[src/rtl/core/lruc_pkg.sv]
`timescale 1ns / 1ps

package lruc_pkg;

  // Fixed field widths of the request and response items.
  localparam int MODE_W  = 2;
  localparam int KEY_W   = 32;
  localparam int VALUE_W = 32;
  localparam int SLOT_W  = 3;
  localparam int STAMP_W = 32;

  typedef logic [MODE_W-1:0]  mode_t;
  typedef logic [STAMP_W-1:0] stamp_t;

  // Operation codes carried in the mode field.
  localparam mode_t MODE_LOOKUP = 2'd0;
  localparam mode_t MODE_INSERT = 2'd1;
  localparam mode_t MODE_CLEAR  = 2'd2;

  // Commands from the controller to the datapath.
  typedef struct packed {
    logic load;    // latch the accepted request item
    logic scan;    // scan phase is active
    logic issue;   // read the entry at the issue index
    logic commit;  // update the cache and load the response register
  } lruc_cmd_t;

  // Status from the datapath to the controller.
  typedef struct packed {
    logic need_scan;  // the latched request is a lookup or an insert
    logic scan_done;  // the compare stage found its entry or saw the last one
    logic rsp_free;   // the response register can take a new item
  } lruc_stat_t;

endpackage

[src/rtl/core/lruc_req_if.sv]
`timescale 1ns / 1ps

interface lruc_req_if import lruc_pkg::*; ();
  logic               valid;
  logic               ready;
  logic [MODE_W-1:0]  mode;
  logic [KEY_W-1:0]   key_hash;
  logic [KEY_W-1:0]   key_size;
  logic [KEY_W-1:0]   key_offset;
  logic [KEY_W-1:0]   key_path_id;
  logic [VALUE_W-1:0] write_value;

  modport source (
    output valid, mode, key_hash, key_size, key_offset, key_path_id, write_value,
    input  ready
  );
  modport sink (
    input  valid, mode, key_hash, key_size, key_offset, key_path_id, write_value,
    output ready
  );
endinterface

[src/rtl/core/lruc_rsp_if.sv]
`timescale 1ns / 1ps

interface lruc_rsp_if import lruc_pkg::*; ();
  logic               valid;
  logic               ready;
  logic               hit;
  logic [VALUE_W-1:0] read_value;
  logic [SLOT_W-1:0]  slot;

  modport source (
    output valid, hit, read_value, slot,
    input  ready
  );
  modport sink (
    input  valid, hit, read_value, slot,
    output ready
  );
endinterface

[src/rtl/core/lru_tagged_entry_cache.sv]
`timescale 1ns / 1ps

// Small fully associative cache with least-recently-used replacement by use
// stamps. Each request item is a lookup, an insert or a clear; each gives one
// response item. The tags and stamps sit in memories with a single read port,
// so the controller scans one entry per cycle: a lookup or an insert reads the
// entries in index order and stops at the entry that decides it or at the last
// one, and a clear or an unused mode does not scan. The response appears the
// cycle after the commit step and is held in a register, so the next request
// is taken while it waits.
module lru_tagged_entry_cache import lruc_pkg::*; #(
  parameter int ENTRIES    = 8,
  parameter int DATA_WIDTH = 32
) (
  input logic        clk,
  input logic        rst,
  lruc_req_if.sink   req,
  lruc_rsp_if.source rsp
);

  localparam int IDX_W = $clog2(ENTRIES);

  lruc_cmd_t        cmd;
  lruc_stat_t       stat;
  logic [IDX_W-1:0] issue_idx;

  // Sequencer for accept, scan and commit.
  lruc_ctrl #(
    .ENTRIES (ENTRIES)
  ) u_ctrl (
    .clk       (clk),
    .rst       (rst),
    .req_valid (req.valid),
    .req_ready (req.ready),
    .cmd       (cmd),
    .issue_idx (issue_idx),
    .stat      (stat)
  );

  // Storage, compare, replacement choice and response register.
  lruc_dpath #(
    .ENTRIES    (ENTRIES),
    .DATA_WIDTH (DATA_WIDTH)
  ) u_dpath (
    .clk         (clk),
    .rst         (rst),
    .cmd         (cmd),
    .issue_idx   (issue_idx),
    .stat        (stat),
    .mode        (req.mode),
    .key_hash    (req.key_hash),
    .key_size    (req.key_size),
    .key_offset  (req.key_offset),
    .key_path_id (req.key_path_id),
    .write_value (req.write_value),
    .rsp_valid   (rsp.valid),
    .rsp_ready   (rsp.ready),
    .hit         (rsp.hit),
    .read_value  (rsp.read_value),
    .slot        (rsp.slot)
  );

endmodule

[src/rtl/core/lruc_ctrl.sv]
`timescale 1ns / 1ps

module lruc_ctrl import lruc_pkg::*; #(
  parameter int ENTRIES = 8
) (
  input  logic                       clk,
  input  logic                       rst,
  input  logic                       req_valid,
  output logic                       req_ready,
  output lruc_cmd_t                  cmd,
  output logic [$clog2(ENTRIES)-1:0] issue_idx,
  input  lruc_stat_t                 stat
);

  localparam int IDX_W = $clog2(ENTRIES);
  localparam logic [IDX_W-1:0] LAST_IDX = IDX_W'(ENTRIES - 1);

  typedef enum logic [1:0] {
    ST_IDLE,
    ST_SCAN,
    ST_COMMIT
  } state_t;

  state_t state;
  state_t state_next;
  logic   issue_more;
  logic   fire;

  assign fire = req_valid && req_ready;

  // Commands follow the state directly.
  always_comb begin
    cmd.load   = fire;
    cmd.scan   = (state == ST_SCAN);
    cmd.issue  = (state == ST_SCAN) && issue_more;
    cmd.commit = (state == ST_COMMIT) && stat.rsp_free;
  end

  // Next state.
  always_comb begin
    state_next = state;
    unique case (state)
      ST_IDLE: begin
        if (fire) state_next = ST_SCAN;
      end
      ST_SCAN: begin
        if (!stat.need_scan || stat.scan_done) state_next = ST_COMMIT;
      end
      ST_COMMIT: begin
        if (stat.rsp_free) state_next = ST_IDLE;
      end
      default: state_next = ST_IDLE;
    endcase
  end

  // State, ready and the scan issue counter.
  always_ff @(posedge clk) begin
    if (rst) begin
      state      <= ST_IDLE;
      req_ready  <= 1'b0;
      issue_idx  <= '0;
      issue_more <= 1'b0;
    end else begin
      state     <= state_next;
      req_ready <= (state_next == ST_IDLE);
      if (fire) begin
        issue_idx  <= '0;
        issue_more <= 1'b1;
      end else if (cmd.issue) begin
        if (issue_idx == LAST_IDX) begin
          issue_more <= 1'b0;
        end else begin
          issue_idx <= issue_idx + 1'b1;
        end
      end
    end
  end

endmodule

[src/rtl/core/lruc_dpath.sv]
`timescale 1ns / 1ps

module lruc_dpath import lruc_pkg::*; #(
  parameter int ENTRIES    = 8,
  parameter int DATA_WIDTH = 32
) (
  input  logic                       clk,
  input  logic                       rst,
  input  lruc_cmd_t                  cmd,
  input  logic [$clog2(ENTRIES)-1:0] issue_idx,
  output lruc_stat_t                 stat,
  input  logic [MODE_W-1:0]          mode,
  input  logic [KEY_W-1:0]           key_hash,
  input  logic [KEY_W-1:0]           key_size,
  input  logic [KEY_W-1:0]           key_offset,
  input  logic [KEY_W-1:0]           key_path_id,
  input  logic [VALUE_W-1:0]         write_value,
  output logic                       rsp_valid,
  input  logic                       rsp_ready,
  output logic                       hit,
  output logic [VALUE_W-1:0]         read_value,
  output logic [SLOT_W-1:0]          slot
);

  localparam int IDX_W = $clog2(ENTRIES);
  localparam logic [IDX_W-1:0] LAST_IDX = IDX_W'(ENTRIES - 1);

  typedef struct packed {
    logic [KEY_W-1:0]      hash;
    logic [KEY_W-1:0]      size;
    logic [KEY_W-1:0]      offset;
    logic [KEY_W-1:0]      path;
    logic [DATA_WIDTH-1:0] data;
  } entry_t;

  // Latched request item.
  mode_t                 r_mode;
  logic [KEY_W-1:0]      r_hash;
  logic [KEY_W-1:0]      r_size;
  logic [KEY_W-1:0]      r_offset;
  logic [KEY_W-1:0]      r_path;
  logic [DATA_WIDTH-1:0] r_wdata;

  // Entry storage: tags and data, and use stamps, each one read port.
  entry_t tag_mem   [ENTRIES];
  stamp_t stamp_mem [ENTRIES];
  entry_t rd_entry;
  stamp_t rd_stamp;

  // Per-entry flags; a stamp whose live bit is clear reads as zero.
  logic [ENTRIES-1:0] entry_valid;
  logic [ENTRIES-1:0] stamp_live;
  stamp_t             stamp_counter;

  // Compare stage.
  logic                  cmp_vld;
  logic [IDX_W-1:0]      cmp_idx;
  logic                  found;
  logic [IDX_W-1:0]      pick;
  stamp_t                min_stamp;
  logic [DATA_WIDTH-1:0] found_data;

  logic                  is_lookup;
  logic                  is_insert;
  logic                  key_eq;
  logic                  cur_valid;
  stamp_t                cur_stamp;
  logic                  brk;
  logic                  step;
  logic                  hit_c;
  logic                  touch;
  stamp_t                cnt_inc;
  logic                  wrap;
  stamp_t                stamp_new;
  logic [ENTRIES-1:0]    pick_onehot;
  logic [DATA_WIDTH-1:0] data_sel;
  logic [DATA_WIDTH+VALUE_W-1:0] wv_ext;
  logic [DATA_WIDTH+VALUE_W-1:0] rv_ext;
  logic [IDX_W+SLOT_W-1:0]       slot_ext;

  assign is_lookup = (r_mode == MODE_LOOKUP);
  assign is_insert = (r_mode == MODE_INSERT);

  // Widen or cut the data word between the port and storage widths.
  assign wv_ext   = {{DATA_WIDTH{1'b0}}, write_value};
  assign data_sel = is_insert ? r_wdata : found_data;
  assign rv_ext   = {{VALUE_W{1'b0}}, data_sel};
  assign slot_ext = {{SLOT_W{1'b0}}, pick};

  // Request latch.
  always_ff @(posedge clk) begin
    if (cmd.load) begin
      r_mode   <= mode;
      r_hash   <= key_hash;
      r_size   <= key_size;
      r_offset <= key_offset;
      r_path   <= key_path_id;
      r_wdata  <= wv_ext[DATA_WIDTH-1:0];
    end
  end

  // Compare logic for the entry read in the previous cycle.
  always_comb begin
    key_eq    = (rd_entry.hash == r_hash) && (rd_entry.size == r_size) &&
                (rd_entry.offset == r_offset) && (rd_entry.path == r_path);
    cur_valid = entry_valid[cmp_idx];
    cur_stamp = stamp_live[cmp_idx] ? rd_stamp : '0;
    brk       = is_lookup ? (cur_valid && key_eq) : (!cur_valid || key_eq);
    step      = cmd.scan && cmp_vld;
    stat.need_scan = is_lookup || is_insert;
    stat.scan_done = step && (brk || (cmp_idx == LAST_IDX));
    stat.rsp_free  = !rsp_valid || rsp_ready;
  end

  // Restamp arithmetic: a wrap clears every stamp before stamp 1 is given.
  always_comb begin
    hit_c       = (is_lookup && found) || is_insert;
    touch       = cmd.commit && hit_c;
    cnt_inc     = stamp_counter + 1'b1;
    wrap        = (cnt_inc == '0);
    stamp_new   = wrap ? stamp_t'(1) : cnt_inc;
    pick_onehot = {{(ENTRIES-1){1'b0}}, 1'b1} << pick;
  end

  // Memory read and write ports.
  always_ff @(posedge clk) begin
    if (cmd.issue) begin
      rd_entry <= tag_mem[issue_idx];
      rd_stamp <= stamp_mem[issue_idx];
    end
    if (cmd.commit && is_insert) begin
      tag_mem[pick] <= '{hash: r_hash, size: r_size, offset: r_offset,
                         path: r_path, data: r_wdata};
    end
    if (touch) begin
      stamp_mem[pick] <= stamp_new;
    end
  end

  // Scan pipeline flag and search result.
  always_ff @(posedge clk) begin
    if (rst) begin
      cmp_vld <= 1'b0;
      found   <= 1'b0;
    end else begin
      cmp_vld <= cmd.issue;
      if (cmd.load) begin
        found <= 1'b0;
      end else if (step && brk) begin
        found <= 1'b1;
      end
    end
  end

  // Pick tracking: the first breaking entry, else the lowest-index oldest stamp.
  always_ff @(posedge clk) begin
    cmp_idx <= issue_idx;
    if (step) begin
      if (brk) begin
        pick       <= cmp_idx;
        found_data <= rd_entry.data;
      end else if ((cmp_idx == '0) || (cur_stamp < min_stamp)) begin
        pick      <= cmp_idx;
        min_stamp <= cur_stamp;
      end
    end
  end

  // Cache state update at commit.
  always_ff @(posedge clk) begin
    if (rst) begin
      entry_valid   <= '0;
      stamp_live    <= '0;
      stamp_counter <= '0;
      rsp_valid     <= 1'b0;
    end else begin
      if (cmd.commit && (r_mode == MODE_CLEAR)) begin
        entry_valid   <= '0;
        stamp_live    <= '0;
        stamp_counter <= '0;
      end else if (touch) begin
        stamp_counter <= stamp_new;
        stamp_live    <= (wrap ? '0 : stamp_live) | pick_onehot;
        if (is_insert) entry_valid <= entry_valid | pick_onehot;
      end
      if (cmd.commit) begin
        rsp_valid <= 1'b1;
      end else if (rsp_ready) begin
        rsp_valid <= 1'b0;
      end
    end
  end

  // Response payload register.
  always_ff @(posedge clk) begin
    if (cmd.commit) begin
      hit        <= hit_c;
      read_value <= hit_c ? rv_ext[VALUE_W-1:0] : '0;
      slot       <= hit_c ? slot_ext[SLOT_W-1:0] : '0;
    end
  end

endmodule

[src/flat_wrapper.sv]
// flat-port wrapper written by rule: the top's interface ports become plain ports
module lru_tagged_entry_cache_flat import lruc_pkg::*;
#(
  parameter int ENTRIES    = 8,
  parameter int DATA_WIDTH = 32
)
  (clk, rst, req_valid, req_mode, req_key_hash, req_key_size, req_key_offset, req_key_path_id, req_write_value, req_ready, rsp_valid, rsp_hit, rsp_read_value, rsp_slot, rsp_ready);
  lruc_req_if req_i ();
  lruc_rsp_if rsp_i ();
  input logic clk;
  input logic rst;
  input wire logic [$bits(req_i.valid)-1:0] req_valid;
  input wire logic [$bits(req_i.mode)-1:0] req_mode;
  input wire logic [$bits(req_i.key_hash)-1:0] req_key_hash;
  input wire logic [$bits(req_i.key_size)-1:0] req_key_size;
  input wire logic [$bits(req_i.key_offset)-1:0] req_key_offset;
  input wire logic [$bits(req_i.key_path_id)-1:0] req_key_path_id;
  input wire logic [$bits(req_i.write_value)-1:0] req_write_value;
  output wire logic [$bits(req_i.ready)-1:0] req_ready;
  output wire logic [$bits(rsp_i.valid)-1:0] rsp_valid;
  output wire logic [$bits(rsp_i.hit)-1:0] rsp_hit;
  output wire logic [$bits(rsp_i.read_value)-1:0] rsp_read_value;
  output wire logic [$bits(rsp_i.slot)-1:0] rsp_slot;
  input wire logic [$bits(rsp_i.ready)-1:0] rsp_ready;
  assign req_i.valid = req_valid;
  assign req_i.mode = req_mode;
  assign req_i.key_hash = req_key_hash;
  assign req_i.key_size = req_key_size;
  assign req_i.key_offset = req_key_offset;
  assign req_i.key_path_id = req_key_path_id;
  assign req_i.write_value = req_write_value;
  assign req_ready = req_i.ready;
  assign rsp_valid = rsp_i.valid;
  assign rsp_hit = rsp_i.hit;
  assign rsp_read_value = rsp_i.read_value;
  assign rsp_slot = rsp_i.slot;
  assign rsp_i.ready = rsp_ready;
  lru_tagged_entry_cache #(.ENTRIES(ENTRIES), .DATA_WIDTH(DATA_WIDTH)) u_core (.clk(clk), .rst(rst), .req(req_i), .rsp(rsp_i));
endmodule
[config.mk]
export PLATFORM = sky130hd
export DESIGN_NAME = lru_tagged_entry_cache_flat
export DESIGN_NICKNAME = d
export VERILOG_FILES = /design/src/rtl/core/lruc_pkg.sv /design/src/rtl/core/lruc_req_if.sv /design/src/rtl/core/lruc_rsp_if.sv /design/src/rtl/core/lru_tagged_entry_cache.sv /design/src/rtl/core/lruc_ctrl.sv /design/src/rtl/core/lruc_dpath.sv /design/src/flat_wrapper.sv
export SDC_FILE = /design/constraint.sdc
export NUM_CORES = 2
export LEC_CHECK = 0
export ABC_AREA = 1
export BUFFER_PORTS_ARGS = -buffer_cell sky130_fd_sc_hd__buf_2
export CAP_MARGIN = 20
export CORE_ASPECT_RATIO = 0.8
export CORE_UTILIZATION = 67
export CTS_CLUSTER_SIZE = 16
export DETAILED_ROUTE_END_ITERATION = 8
export PLACE_DENSITY_LB_ADDON = 0.12
export SKIP_CTS_REPAIR_TIMING = 1
export SYNTH_ARGS = -nofsm -noshare
export SYNTH_HDL_FRONTEND = slang
export SYNTH_SLANG_ARGS = --single-unit
[constraint.sdc]
create_clock -name clk -period 20.3 [get_ports clk]
set_input_delay 6.09 -clock clk [delete_from_list [all_inputs] [get_ports clk]]
set_output_delay 6.09 -clock clk [all_outputs]
set_load 0.02 [all_outputs]
==> flow_summary_export.csv <==
group,metric,value,unit
run_status,status,"finished clean",
routing,dr.first_iter.drc_count,5699,
synth,synthCells,5936,
critical_path,reg2reg_from,"u_core.u_ctrl.issue_idx[0]",
critical_path,path_buf_inv,6,
critical_path,worst-setup-path-type,"input pin to register",
worst_hold_path,hold_path_end,"u_core.u_dpath.found_data[17]",
sta,fin_crit,9.51,ns
clock_tree,numCtsBuffers,183,
sta,fin_crit_sh,46.9,%
job,maxCapViolations,0,
synth,netlist_top_cells_count,"edfxtp_1 (1993), nor2_1 (1494), o21ai_0 (812)",
clock_tree,cts-root-buf,"clkbuf_16",
synth,yosysWarnings,0,
finish,syn_to_final_growth,10.4,%
finish,final_cells,7756,
sta,finalHoldViolations,0,
critical_path,cp_max_fo,58,
die,start_util,67.6,%
critical_path,crit_chain,"buf_2 > nor2_1 > nor2_4 > buf_4 > inv_1 > nor2_1 > inv_1 > nor2_4 > buf_4 > buf_4",
routing,drtAntennaViolNets,0,
die,fp.dieH,309,um
worst_hold_path,hp-start,"u_core.u_dpath.rd_entry[17]",
sta,fin_ws,10.79,ns
clock_tree,cts_tree,"yes",
grt,grt_pass1_wl,273000,um
placement,gp_congestion,0.896,
placement,portBuffers,203,
critical_path,start_kind,"input pin",
grt,grt_usage,30.6,%
synth,yosysMostFrequentCell,"edfxtp_1",
finish,fin_area,0.0872,mm^2
synth,ys_seq_area_share,77.3,%
sta,tightest_slew,1.20,ns
critical_path,cp.required,20.72,ns
finish,largest_reg_flops,1280,
synth,ys_top_cells_by_area,"edfxtp_1 (76%), nor2_1 (7.1%), o21ai_0 (5.1%)",
grt,grt_overflow_total,0,
synth,synth_edf_count,1993,
die,fp-row-count,112,
worst_hold_path,hold_class,"register to register",
worst_hold_path,whs_path_depth,0,
die,ioPinCount,204,
pwr,total_leakage_power,29.5,nW
finish,top_register,"u_core.u_dpath.tag_mem",
placement,dp_slack,9.95,ns
synth,synthesis.area,0.0790,mm^2
synth,ys_types,38,
finish,fin_nets,6271,
routing,vias,47600,
synth,yosys.area.top_type_share,75.8,%
sta,hold_ws,0.418,ns
synth,async_flop_share,0,%
die,die_x,386,um
sta,finClkSkew,0.0304,ns
critical_path,cp_common_cell,"buf_4",
critical_path,cp.arrival,9.93,ns
die,core_region_area,0.117,mm^2
synth,synth_nets,6136,
sta,max_freq,105,MHz
critical_path,reg2reg_to,"u_core.u_dpath.rd_entry[89]",
synth,synth-seq-cells,2054,
sta,slew_viol_final,0,
sta,tns,0,ns
finish,top_regs,"u_core.u_dpath.tag_mem: 1280 flops, u_core.u_dpath.stamp_mem: 256 flops, u_core.u_dpath.rd_entry: 160 flops",
routing,drcViolationCount,0,
sta,rsz0062_at_grt,"no",
routing,viasPerCell,6.14,
pwr,cellPowerDensity,94.5,mW/mm^2
placement,dp_cells,7421,
finish,layout-drive-gt1-share,8.94,%
synth,avgSynthCellArea,13.3,um^2
grt,antenna_found_initial,2,
routing,wire_per_inst,23.2,um
placement,detailed_place_hpwl,96500,um
clock_tree,clk_latency,0.81,ns
die,die_area,0.119,mm^2
routing,wl,180000,um
critical_path,r2r_slack,15.30,ns
clock_tree,cts.clk_slew.worst_paths,0.06,ns
sta,finalSetupViolations,0,
grt,grt_start_max_net_pins,228,
sta,maxSlewHeadroom,20.1,%
clock_tree,ctsLongestPathBuffers,3,
critical_path,cpMaxStageDelayCell,"nor2_4",
placement,place_area,0.0814,mm^2
grt,grt_pass1_vias,45600,
synth,synth.largest_area_cell,"edfxtp_1",
clock_tree,htreeDepth,4,
critical_path,crit_path_max_incr_delay,0.93,ns
synth,ys.flop_type,"edfxtp_1",
critical_path,cp-end-kind,"register",
routing,first_pass_iters,6,
critical_path,reg2reg_depth,8,
clock_tree,cts_sinks,2054,
critical_path,crit_family,"buffers and inverters",
pwr,irDropWorstVdd,0.0832,mV
[cell type report]
cell class                 instances  area (um^2)
clock buffer                     240         4950
timing repair buffer             270         1650
clock inverter                    90          732
inverter                         218          856
tap                             1539         1930
antenna                            1         2.50
multi-input combinational       3344        16000
fill                            7138        29600
sequential                      2054        61100
[logic make-up after synthesis]
family,share of synthesized area [%]
AOI/OAI and AO/OA,9.00
xor gates and xnor gates,1.36
adders and majority gates,0.539
buffers and inverters,2.56
DFF,77.3
and+or+nand+nor,9.19
[how the worst max path moves through the flow]
stage,end,cells past startpoint,start
after CTS,u_core.u_dpath.tag_mem[5][72],10,rsp_ready
after floorplan,u_core.u_dpath.tag_mem[0][0],6,rsp_ready
after global routing,u_core.u_dpath.tag_mem[5][72],10,rsp_ready
after detailed placement,u_core.u_dpath.tag_mem[5][72],10,rsp_ready
final,u_core.u_dpath.tag_mem[5][74],10,rsp_ready
after global placement,u_core.u_dpath.tag_mem[5][79],10,rsp_ready
[stage by stage]
step / power [mW] / util [%]
floorplan: 4.90 / -
global placement: 4.98 / 69.7
detailed placement: 4.99 / 69.7
CTS: 8.26 / 74.6
global route: 8.44 / 74.7
finish: 8.23 / 74.7
[metal layers]
metal | vias to the layer above | track usage [%] | share of wire (%)
li1 | 21700 | - | -
met1 | 23400 | 45.1 | 41
met2 | 2293 | 47.7 | 47
met3 | 230 | 4.85 | 9.3
met4 | 0 | 9.30 | 2.2
met5 | - | 0 | 0
[placed cells by master, fill, tap and decap left out, drive strengths merged, types with 12 or more instances in the layout]
master  synthesis  final
clkinv          1     71
o22ai         199    199
nand3          39     39
nand2         264    264
xor2           62     62
bufinv          0     12
dfxtp          61     61
buf            36    270
nand4          15     15
a31oi         194    194
ha             34     34
inv           217    219
o21ai         813    813
edfxtp       1993   1993
a21oi          89     89
xnor2          61     61
nor3           52     52
nor2         1498   1498
clkbuf        284    240
[power by group]
| part | switching [mW] | internal [mW] |
|---|---|---|
| Clock | 1.47 | 1.86 |
| Combinational | 0.125 | 0.0536 |
| Sequential | 0.0548 | 4.67 |
Note: power is estimated with default switching activity, not from simulation.
